===== src/rtl/tcd_pkg.sv =====
// tcd_pkg: shared types, constants and floor-mask helpers for the two-car
// elevator dispatcher. No dependencies.
`timescale 1ns / 1ps

package tcd_pkg;

  localparam int FloorCount = 3;
  localparam int FloorW     = 2;
  localparam int HallW      = 2 * FloorCount - 2;
  localparam int HeldW      = 2 * FloorCount + HallW;

  typedef logic [FloorW-1:0]     floor_t;
  typedef logic [FloorCount-1:0] car_req_t;
  typedef logic [HallW-1:0]      hall_req_t;

  typedef enum logic [1:0] {
    DirIdle = 2'd0,
    DirUp   = 2'd1,
    DirDown = 2'd2
  } dir_t;

  typedef struct packed {
    dir_t     mode;
    floor_t   pos;
    car_req_t req;
    dir_t     motor;
  } car_state_t;

  function automatic car_req_t car_bit(input int f);
    car_req_t r;
    r = '0;
    if (f >= 1 && f <= FloorCount) begin
      r[f-1] = 1'b1;
    end
    return r;
  endfunction

  function automatic hall_req_t up_bit(input int f);
    hall_req_t r;
    r = '0;
    if (f >= 1 && f < FloorCount) begin
      r[2*f-2] = 1'b1;
    end
    return r;
  endfunction

  function automatic hall_req_t down_bit(input int f);
    hall_req_t r;
    r = '0;
    if (f >= 2 && f <= FloorCount) begin
      r[2*f-3] = 1'b1;
    end
    return r;
  endfunction

  function automatic hall_req_t hall_at(input int f);
    return up_bit(f) | down_bit(f);
  endfunction

  function automatic int floor_gap(input int a, input int b);
    return (a > b) ? (a - b) : (b - a);
  endfunction

endpackage


===== src/rtl/tcd_in_if.sv =====
// tcd_in_if: input channel carrying one beat of raw button levels.
// Depends on tcd_pkg.
`timescale 1ns / 1ps

interface tcd_in_if
  import tcd_pkg::*;
();
  logic      valid;
  logic      ready;
  car_req_t  left_car_keys;
  car_req_t  right_car_keys;
  hall_req_t hall_keys;

  modport source (output valid, output left_car_keys, output right_car_keys,
                  output hall_keys, input ready);
  modport sink   (input valid, input left_car_keys, input right_car_keys,
                  input hall_keys, output ready);
endinterface


===== src/rtl/tcd_out_if.sv =====
// tcd_out_if: result channel carrying one beat of car status and lamps.
// Depends on tcd_pkg.
`timescale 1ns / 1ps

interface tcd_out_if
  import tcd_pkg::*;
();
  logic      valid;
  logic      ready;
  floor_t    left_floor;
  floor_t    right_floor;
  dir_t      left_direction;
  dir_t      right_direction;
  dir_t      left_motor;
  dir_t      right_motor;
  logic      left_door_cycle;
  logic      right_door_cycle;
  car_req_t  left_car_lamps;
  car_req_t  right_car_lamps;
  hall_req_t hall_lamps;

  modport source (output valid, output left_floor, output right_floor,
                  output left_direction, output right_direction,
                  output left_motor, output right_motor,
                  output left_door_cycle, output right_door_cycle,
                  output left_car_lamps, output right_car_lamps,
                  output hall_lamps, input ready);
  modport sink   (input valid, input left_floor, input right_floor,
                  input left_direction, input right_direction,
                  input left_motor, input right_motor,
                  input left_door_cycle, input right_door_cycle,
                  input left_car_lamps, input right_car_lamps,
                  input hall_lamps, output ready);
endinterface


===== src/rtl/tcd_car_step.sv =====
// tcd_car_step: one car's tick - idle stop and direction choice, or a
// one-floor move with stop, continue or go idle. Depends on tcd_pkg.
`timescale 1ns / 1ps

module tcd_car_step
  import tcd_pkg::*;
(
  input  car_state_t cur,
  input  hall_req_t  hall_in,
  input  dir_t       other_mode,
  input  floor_t     other_pos,
  output car_state_t nxt,
  output hall_req_t  hall_out,
  output logic       door
);

  always_comb begin
    int   fp;
    int   np;
    logic up_car;
    logic dn_car;
    logic up_hall;
    logic dn_hall;
    logic take;
    logic cont;
    nxt      = cur;
    hall_out = hall_in;
    door     = 1'b0;
    fp       = int'(cur.pos);
    np       = fp;
    up_car   = 1'b0;
    dn_car   = 1'b0;
    up_hall  = 1'b0;
    dn_hall  = 1'b0;
    take     = 1'b0;
    cont     = 1'b0;
    unique case (cur.mode)
      DirIdle: begin
        if ((cur.req & car_bit(fp)) != '0 || (hall_in & hall_at(fp)) != '0) begin
          nxt.req  = cur.req & ~car_bit(fp);
          hall_out = hall_in & ~hall_at(fp);
          door     = 1'b1;
        end
        for (int f = 1; f <= FloorCount; f++) begin
          if (f > fp && (nxt.req & car_bit(f)) != '0) up_car = 1'b1;
          if (f < fp && (nxt.req & car_bit(f)) != '0) dn_car = 1'b1;
          take = (hall_out & hall_at(f)) != '0 &&
                 (other_mode != DirIdle ||
                  floor_gap(fp, f) <= floor_gap(int'(other_pos), f));
          if (f > fp && take) up_hall = 1'b1;
          if (f < fp && take) dn_hall = 1'b1;
        end
        priority if (up_car) begin
          nxt.mode = DirUp;
        end else if (dn_car) begin
          nxt.mode = DirDown;
        end else if (up_hall) begin
          nxt.mode = DirUp;
        end else if (dn_hall) begin
          nxt.mode = DirDown;
        end
      end
      DirUp: begin
        if (fp >= FloorCount) begin
          nxt.mode  = DirIdle;
          nxt.motor = DirIdle;
        end else begin
          np      = fp + 1;
          nxt.pos = floor_t'(np);
          if ((cur.req & car_bit(np)) != '0 || (hall_in & up_bit(np)) != '0) begin
            nxt.req  = cur.req & ~car_bit(np);
            hall_out = hall_in & ~up_bit(np);
            door     = 1'b1;
          end
          for (int f = 1; f <= FloorCount; f++) begin
            if (f > np && ((nxt.req & car_bit(f)) != '0 ||
                           (hall_out & up_bit(f)) != '0)) cont = 1'b1;
          end
          if (cont) begin
            nxt.motor = DirUp;
          end else begin
            nxt.mode  = DirIdle;
            nxt.motor = DirIdle;
          end
        end
      end
      default: begin
        if (fp <= 1 || fp > FloorCount) begin
          nxt.mode  = DirIdle;
          nxt.motor = DirIdle;
        end else begin
          np      = fp - 1;
          nxt.pos = floor_t'(np);
          if ((cur.req & car_bit(np)) != '0 || (hall_in & down_bit(np)) != '0) begin
            nxt.req  = cur.req & ~car_bit(np);
            hall_out = hall_in & ~down_bit(np);
            door     = 1'b1;
          end
          for (int f = 1; f <= FloorCount; f++) begin
            if (f < np && ((nxt.req & car_bit(f)) != '0 ||
                           (hall_out & down_bit(f)) != '0)) cont = 1'b1;
          end
          if (cont) begin
            nxt.motor = DirDown;
          end else begin
            nxt.mode  = DirIdle;
            nxt.motor = DirIdle;
          end
        end
      end
    endcase
  end

endmodule


===== src/rtl/two_car_elevator_dispatcher_unit.sv =====
// Two-car elevator dispatcher: an input beat passes the input register, then
// one pass through button latch and both car steps into the result register.
// Throughput one beat per cycle unless a held result waits on rsp.ready; the
// single pass updates all dispatch state in the same cycle as the result.
// Reset (rst, synchronous) empties both registers, clears requests and held
// buttons, sets both cars idle at floor 1 with motors off.
// Depends on tcd_pkg, tcd_in_if, tcd_out_if, tcd_car_step.
`timescale 1ns / 1ps

module two_car_elevator_dispatcher_unit
  import tcd_pkg::*;
(
  input logic       clk,
  input logic       rst,
  tcd_in_if.sink    cmd,
  tcd_out_if.source rsp
);

  // input register
  logic      s1_valid;
  car_req_t  s1_lk;
  car_req_t  s1_rk;
  hall_req_t s1_hk;

  // dispatch state
  logic [HeldW-1:0] held;
  hall_req_t        hall_req;
  car_state_t       left_car;
  car_state_t       right_car;

  // result register
  logic      o_valid;
  floor_t    o_lf;
  floor_t    o_rf;
  dir_t      o_ldir;
  dir_t      o_rdir;
  dir_t      o_lmot;
  dir_t      o_rmot;
  logic      o_ldoor;
  logic      o_rdoor;
  car_req_t  o_llamp;
  car_req_t  o_rlamp;
  hall_req_t o_hlamp;

  logic             advance;
  logic [HeldW-1:0] levels;
  logic [HeldW-1:0] released;
  car_state_t       left_latched;
  car_state_t       right_latched;
  hall_req_t        hall_latched;
  car_state_t       right_next;
  car_state_t       left_next;
  hall_req_t        hall_mid;
  hall_req_t        hall_next;
  logic             rdoor;
  logic             ldoor;

  assign advance   = s1_valid && (!o_valid || rsp.ready);
  assign cmd.ready = !s1_valid || advance;

  assign levels   = {s1_hk, s1_rk, s1_lk};
  assign released = held & levels;

  always_comb begin
    left_latched      = left_car;
    right_latched     = right_car;
    left_latched.req  = left_car.req | released[FloorCount-1:0];
    right_latched.req = right_car.req | released[2*FloorCount-1:FloorCount];
    hall_latched      = hall_req | released[HeldW-1:2*FloorCount];
  end

  tcd_car_step u_right (
    .cur        (right_latched),
    .hall_in    (hall_latched),
    .other_mode (left_car.mode),
    .other_pos  (left_car.pos),
    .nxt        (right_next),
    .hall_out   (hall_mid),
    .door       (rdoor)
  );

  tcd_car_step u_left (
    .cur        (left_latched),
    .hall_in    (hall_mid),
    .other_mode (right_next.mode),
    .other_pos  (right_next.pos),
    .nxt        (left_next),
    .hall_out   (hall_next),
    .door       (ldoor)
  );

  always_ff @(posedge clk) begin
    if (rst) begin
      s1_valid <= 1'b0;
    end else if (cmd.ready) begin
      s1_valid <= cmd.valid;
    end
    if (cmd.valid && cmd.ready) begin
      s1_lk <= cmd.left_car_keys;
      s1_rk <= cmd.right_car_keys;
      s1_hk <= cmd.hall_keys;
    end
  end

  always_ff @(posedge clk) begin
    if (rst) begin
      held      <= '0;
      hall_req  <= '0;
      left_car  <= '{mode: DirIdle, pos: floor_t'(1), req: '0, motor: DirIdle};
      right_car <= '{mode: DirIdle, pos: floor_t'(1), req: '0, motor: DirIdle};
    end else if (advance) begin
      held      <= ~levels;
      hall_req  <= hall_next;
      left_car  <= left_next;
      right_car <= right_next;
    end
  end

  always_ff @(posedge clk) begin
    if (rst) begin
      o_valid <= 1'b0;
    end else if (advance) begin
      o_valid <= 1'b1;
    end else if (rsp.ready) begin
      o_valid <= 1'b0;
    end
    if (advance) begin
      o_lf    <= left_next.pos;
      o_rf    <= right_next.pos;
      o_ldir  <= left_next.mode;
      o_rdir  <= right_next.mode;
      o_lmot  <= left_next.motor;
      o_rmot  <= right_next.motor;
      o_ldoor <= ldoor;
      o_rdoor <= rdoor;
      o_llamp <= left_next.req;
      o_rlamp <= right_next.req;
      o_hlamp <= hall_next;
    end
  end

  assign rsp.valid            = o_valid;
  assign rsp.left_floor       = o_lf;
  assign rsp.right_floor      = o_rf;
  assign rsp.left_direction   = o_ldir;
  assign rsp.right_direction  = o_rdir;
  assign rsp.left_motor       = o_lmot;
  assign rsp.right_motor      = o_rmot;
  assign rsp.left_door_cycle  = o_ldoor;
  assign rsp.right_door_cycle = o_rdoor;
  assign rsp.left_car_lamps   = o_llamp;
  assign rsp.right_car_lamps  = o_rlamp;
  assign rsp.hall_lamps       = o_hlamp;

  a_pos_range: assert property (@(posedge clk) disable iff (rst)
    left_car.pos != '0 && int'(left_car.pos) <= FloorCount &&
    right_car.pos != '0 && int'(right_car.pos) <= FloorCount)
    else $error("car position out of range");

  a_advance_result: assert property (@(posedge clk) disable iff (rst)
    advance |=> o_valid)
    else $error("computed beat not presented");

  a_stall_only: assert property (@(posedge clk) disable iff (rst)
    !cmd.ready |-> (s1_valid && o_valid && !rsp.ready))
    else $error("input stalled without output back-pressure");

  a_motor_mode: assert property (@(posedge clk) disable iff (rst)
    o_valid |-> ((o_lmot == DirIdle || o_lmot == o_ldir) &&
                 (o_rmot == DirIdle || o_rmot == o_rdir)))
    else $error("motor drive disagrees with car mode");

  a_door_clears: assert property (@(posedge clk) disable iff (rst)
    (o_valid && o_ldoor) |-> ((o_llamp & car_bit(int'(o_lf))) == '0))
    else $error("left stop left its lamp lit");

endmodule

===== src/flat_wrapper.sv =====
// flat-port wrapper written by rule: the top's interface ports become plain ports
module two_car_elevator_dispatcher_unit_flat import tcd_pkg::*;
  (clk, rst, cmd_valid, cmd_left_car_keys, cmd_right_car_keys, cmd_hall_keys, cmd_ready, rsp_valid, rsp_left_floor, rsp_right_floor, rsp_left_direction, rsp_right_direction, rsp_left_motor, rsp_right_motor, rsp_left_door_cycle, rsp_right_door_cycle, rsp_left_car_lamps, rsp_right_car_lamps, rsp_hall_lamps, rsp_ready);
  tcd_in_if cmd_i ();
  tcd_out_if rsp_i ();
  input logic clk;
  input logic rst;
  input wire logic [$bits(cmd_i.valid)-1:0] cmd_valid;
  input wire logic [$bits(cmd_i.left_car_keys)-1:0] cmd_left_car_keys;
  input wire logic [$bits(cmd_i.right_car_keys)-1:0] cmd_right_car_keys;
  input wire logic [$bits(cmd_i.hall_keys)-1:0] cmd_hall_keys;
  output wire logic [$bits(cmd_i.ready)-1:0] cmd_ready;
  output wire logic [$bits(rsp_i.valid)-1:0] rsp_valid;
  output wire logic [$bits(rsp_i.left_floor)-1:0] rsp_left_floor;
  output wire logic [$bits(rsp_i.right_floor)-1:0] rsp_right_floor;
  output wire logic [$bits(rsp_i.left_direction)-1:0] rsp_left_direction;
  output wire logic [$bits(rsp_i.right_direction)-1:0] rsp_right_direction;
  output wire logic [$bits(rsp_i.left_motor)-1:0] rsp_left_motor;
  output wire logic [$bits(rsp_i.right_motor)-1:0] rsp_right_motor;
  output wire logic [$bits(rsp_i.left_door_cycle)-1:0] rsp_left_door_cycle;
  output wire logic [$bits(rsp_i.right_door_cycle)-1:0] rsp_right_door_cycle;
  output wire logic [$bits(rsp_i.left_car_lamps)-1:0] rsp_left_car_lamps;
  output wire logic [$bits(rsp_i.right_car_lamps)-1:0] rsp_right_car_lamps;
  output wire logic [$bits(rsp_i.hall_lamps)-1:0] rsp_hall_lamps;
  input wire logic [$bits(rsp_i.ready)-1:0] rsp_ready;
  assign cmd_i.valid = cmd_valid;
  assign cmd_i.left_car_keys = cmd_left_car_keys;
  assign cmd_i.right_car_keys = cmd_right_car_keys;
  assign cmd_i.hall_keys = cmd_hall_keys;
  assign cmd_ready = cmd_i.ready;
  assign rsp_valid = rsp_i.valid;
  assign rsp_left_floor = rsp_i.left_floor;
  assign rsp_right_floor = rsp_i.right_floor;
  assign rsp_left_direction = rsp_i.left_direction;
  assign rsp_right_direction = rsp_i.right_direction;
  assign rsp_left_motor = rsp_i.left_motor;
  assign rsp_right_motor = rsp_i.right_motor;
  assign rsp_left_door_cycle = rsp_i.left_door_cycle;
  assign rsp_right_door_cycle = rsp_i.right_door_cycle;
  assign rsp_left_car_lamps = rsp_i.left_car_lamps;
  assign rsp_right_car_lamps = rsp_i.right_car_lamps;
  assign rsp_hall_lamps = rsp_i.hall_lamps;
  assign rsp_i.ready = rsp_ready;
  two_car_elevator_dispatcher_unit u_core (.clk(clk), .rst(rst), .cmd(cmd_i), .rsp(rsp_i));
endmodule

===== config.mk =====
export PLATFORM = sky130hd
export DESIGN_NAME = two_car_elevator_dispatcher_unit_flat
export DESIGN_NICKNAME = d
export VERILOG_FILES = /design/src/rtl/tcd_pkg.sv /design/src/rtl/tcd_in_if.sv /design/src/rtl/tcd_out_if.sv /design/src/rtl/tcd_car_step.sv /design/src/rtl/two_car_elevator_dispatcher_unit.sv /design/src/flat_wrapper.sv
export SDC_FILE = /design/constraint.sdc
export NUM_CORES = 1
export LEC_CHECK = 0
export BUFFER_PORTS_ARGS = -buffer_cell sky130_fd_sc_hd__buf_2
export CORE_UTILIZATION = 45
export DETAILED_ROUTE_END_ITERATION = 10
export MAX_ROUTING_LAYER = met4
export PLACE_DENSITY = 0.62
export RECOVER_POWER = 25
export SETUP_SLACK_MARGIN = 0.02
export SYNTH_ARGS = -nofsm -noshare
export SYNTH_HDL_FRONTEND = slang
export SYNTH_SLANG_ARGS = --single-unit
export TNS_END_PERCENT = 5

===== constraint.sdc =====
create_clock -name clk -period 3.6 [get_ports clk]
set_input_delay 0.18 -clock clk [delete_from_list [all_inputs] [get_ports clk]]
set_output_delay 0.18 -clock clk [all_outputs]
set_load 0.02 [all_outputs]

==> qor.txt <==
Die X = 96.6 um
Post-Syn Instances = 442
Core Footprint = 8680 um^2
Fill cells = 839
Power Density = 412 nW/um^2
Syn Area/Cell = 9.12 um^2
Vias/cell = 5.82
Least-Margin Pin Slew = 0.871 ns
Top cell family by delay on the critical path = compound AO/OA/AOI/OAI gates
Endpoint type of the worst setup path = register
Clk slew on worst S/H paths = 0.09 ns
DP HPWL = 7700 um
Unique masters post-synth = 58
Final setup margin = 0.224 ns
Worst vdd ir = 0.230 mV
Root buf cell = clkbuf_8
Final nets = 545
Post-layout min period = 3.38 ns
Hold Vio Cnt, Final = 0
Rel. slew slack = 41.9%
HP Class = in2reg
Outcome = complete, no violations
Share of layout cells above drive strength 1 = 13.9%
RePlAce Congestion = 0.940
Post-DRT Antenna Nets = 0
Post-CTS repair timing setup buffer count = 0
Final period util = 93.8%
Synth cell count leaders = nand2_1, nor2_1, a21oi_1
CP Launch Type = register
Yosys reg bits = 68
TritonCTS clock tree = yes
Crit Path Category = reg2reg
Initial antenna violation count = 0
TNS Setup = 0 ns
First-pass GRT wire length = 17,400 um
Largest area contributor in the netlist = edfxtp_1
Final wirelength = 10,900 um
Vias in the first global route = 3,350
Crit path largest cell delay = 0.55 ns
CTS H-tree depth = 3
Cell at the slowest stage of the critical path = dfxtp_1
Pin count of the biggest net entering global routing = 49
Clock Latency Late Sink = 0.36 ns
Vias after detailed routing = 3,556
Placed Area = 4400 um^2
Cell with the most instances after synthesis = nand2_1
Synth top area cells = edfxtp_1, dfxtp_1, ha_1
Layout area overhead = 15.2%
Max Root-Sink Buffers = 2
Pre-antenna DRT Iters = 5
Post-Layout Inst Area = 4640 um^2
Num ports = 40
Port Buffers = 39
Max cap viols = 0
Die Ht = 96.6 um
Placement Setup Slack = 0.268 ns
Row cnt = 34
Fmax = 296 MHz
Total track usage = 24.2%
DRT iter0 DRCs = 311
Maximum net fanout on the critical path = 10
Synth top area share = 25.3%
Ys Warns = 0
Num CTS Buffers = 9
CP cell instances = inv_1 > ha_1 > ha_1 > nor2b_1 > nor4b_2 > o211ai_2 > and4_1 > a221o_1 > o311ai_2 > o22a_1 > o211ai_2 > o21a_1
Leakage = 1.91 nW
WP data arrival = 3.63 ns
Required @ worst endpoint = 3.85 ns
Residual DRC = 0
Fin. max-slew vios = 0
DR WL/cell = 17.8 um
Most used DFF post-synth = edfxtp_1
CTS sink cnt = 68
Setup Viol. Count Final = 0
Antenna cells = 0
RSZ-0062 raised after global routing = yes
Initial Util = 46.4%
Die footprint = 9340 um^2
Worst Path Buf+Inv = 1
Clk_skew = 0.0111 ns
GRT overflow = 0
Post-synth ARST share = 0%
Post-Syn Area = 4030 um^2
EDFF count, synth = 34
Post-synthesis sequential area ratio = 42.2%
==> repair_timing <==
| action | in CTS | in global routing |
|---|---|---|
| endpoints found under the setup margin | 0 | 3 |
| endpoints found under the hold margin | 6 | 3 |
| gates resized for setup | 0 | 1 |
| hold buffers | 6 | 3 |
==> final timing paths <==
check | start | endpoint | slack, ns | depth (start not counted)
worst max-delay path | u_core.right_car[5] | u_core.left_car[7] | 0.22 | 12
worst min-delay path | cmd_hall_keys[2] | u_core.s1_hk[2] | 0.006 | 1
worst max register to register | u_core.right_car[5] | u_core.left_car[7] | 0.22 | 12
worst min register to register | u_core.hall_req[0] | u_core.hall_req[0] | 0.46 | 2
==> layer usage <==
metal | GRT usage [%] | share of wire [%]
met2 | 35.0 | 44
met1 | 34.0 | 49
met5 | - | 0
met3 | 4.84 | 5.7
met4 | 8.04 | 1.3
==> through the flow <==
step / power (mW) / utilization (%) / hold WS (ns) / instances
after detailed placement: 1.32 / 50.7 / 0.358 / 586
after CTS: 1.92 / 53.4 / 0.000692 / 608
after global placement: 1.32 / 50.7 / 0.356 / 586
after floorplan: 1.19 / - / 0.279 / 443
after global routing: 2.01 / 53.5 / 0.000932 / 611
final: 1.91 / 53.5 / 0.00605 / 611
==> final cells by class <==
type | count | area [um^2] | area share (%)
clock buffer | 10 | 128 | 2.75
clock inverter | 6 | 46.3 | 0.997
inverter | 24 | 90.1 | 1.94
multi-input combinational | 330 | 2150 | 46.4
sequential | 68 | 1700 | 36.6
tap | 108 | 135 | 2.91
timing repair buffer | 65 | 389 | 8.38
==> power breakdown <==
group / switching (mW) / leakage (nW) / total (mW) / internal (mW)
combinational: 0.269 / 1.21 / 0.429 / 0.160
sequential: 0.0296 / 0.605 / 0.888 / 0.859
clock: 0.338 / 0.0920 / 0.596 / 0.258
total: 0.637 / 1.91 / 1.91 / 1.28
==> registers in the layout, indices dropped and copies added, names as in the netlist <==
register,flops
u_core.hall_req,4
u_core.held,10
u_core.left_car,9
u_core.right_car,9
u_core.rsp.hall_lamps,4
u_core.rsp.left_car_lamps,3
u_core.rsp.left_direction,2
u_core.rsp.left_door_cycle,1
u_core.rsp.left_floor,2
u_core.rsp.left_motor,2
u_core.rsp.right_car_lamps,3
u_core.rsp.right_direction,2
u_core.rsp.right_door_cycle,1
u_core.rsp.right_floor,2
u_core.rsp.right_motor,2
u_core.rsp.valid,1
u_core.s1_hk,4
u_core.s1_lk,3
u_core.s1_rk,3
u_core.s1_valid,1
==> cells in the final DEF (no fill, tap or decap), types with 17 or more instances in the layout <==
cell type | synthesis | final
o21ai_0 | 20 | 19
buf_2 | 4 | 20
edfxtp_1 | 34 | 34
clkbuf_1 | 16 | 20
dfxtp_1 | 34 | 34
a21oi_1 | 40 | 40
ha_1 | 33 | 33
inv_1 | 24 | 23
buf_4 | 1 | 17
a211oi_1 | 18 | 18
nand2_1 | 55 | 55
nor2_1 | 46 | 46
==> kinds of logic after synthesis <==
| logic type | Yosys count | synth area share [%] |
|---|---|---|
| AND/OR/NAND/NOR | 151 | 17.8 |
| AO/OA/AOI/OAI | 143 | 25.0 |
| flip-flops | 68 | 42.2 |
| buffers and inverters | 45 | 4.41 |
| adder cells (fa/ha/maj) | 33 | 10.2 |
| multiplexers | 1 | 0.248 |
| other | 1 | 0.0931 |
(Power assumes the default switching activity.)
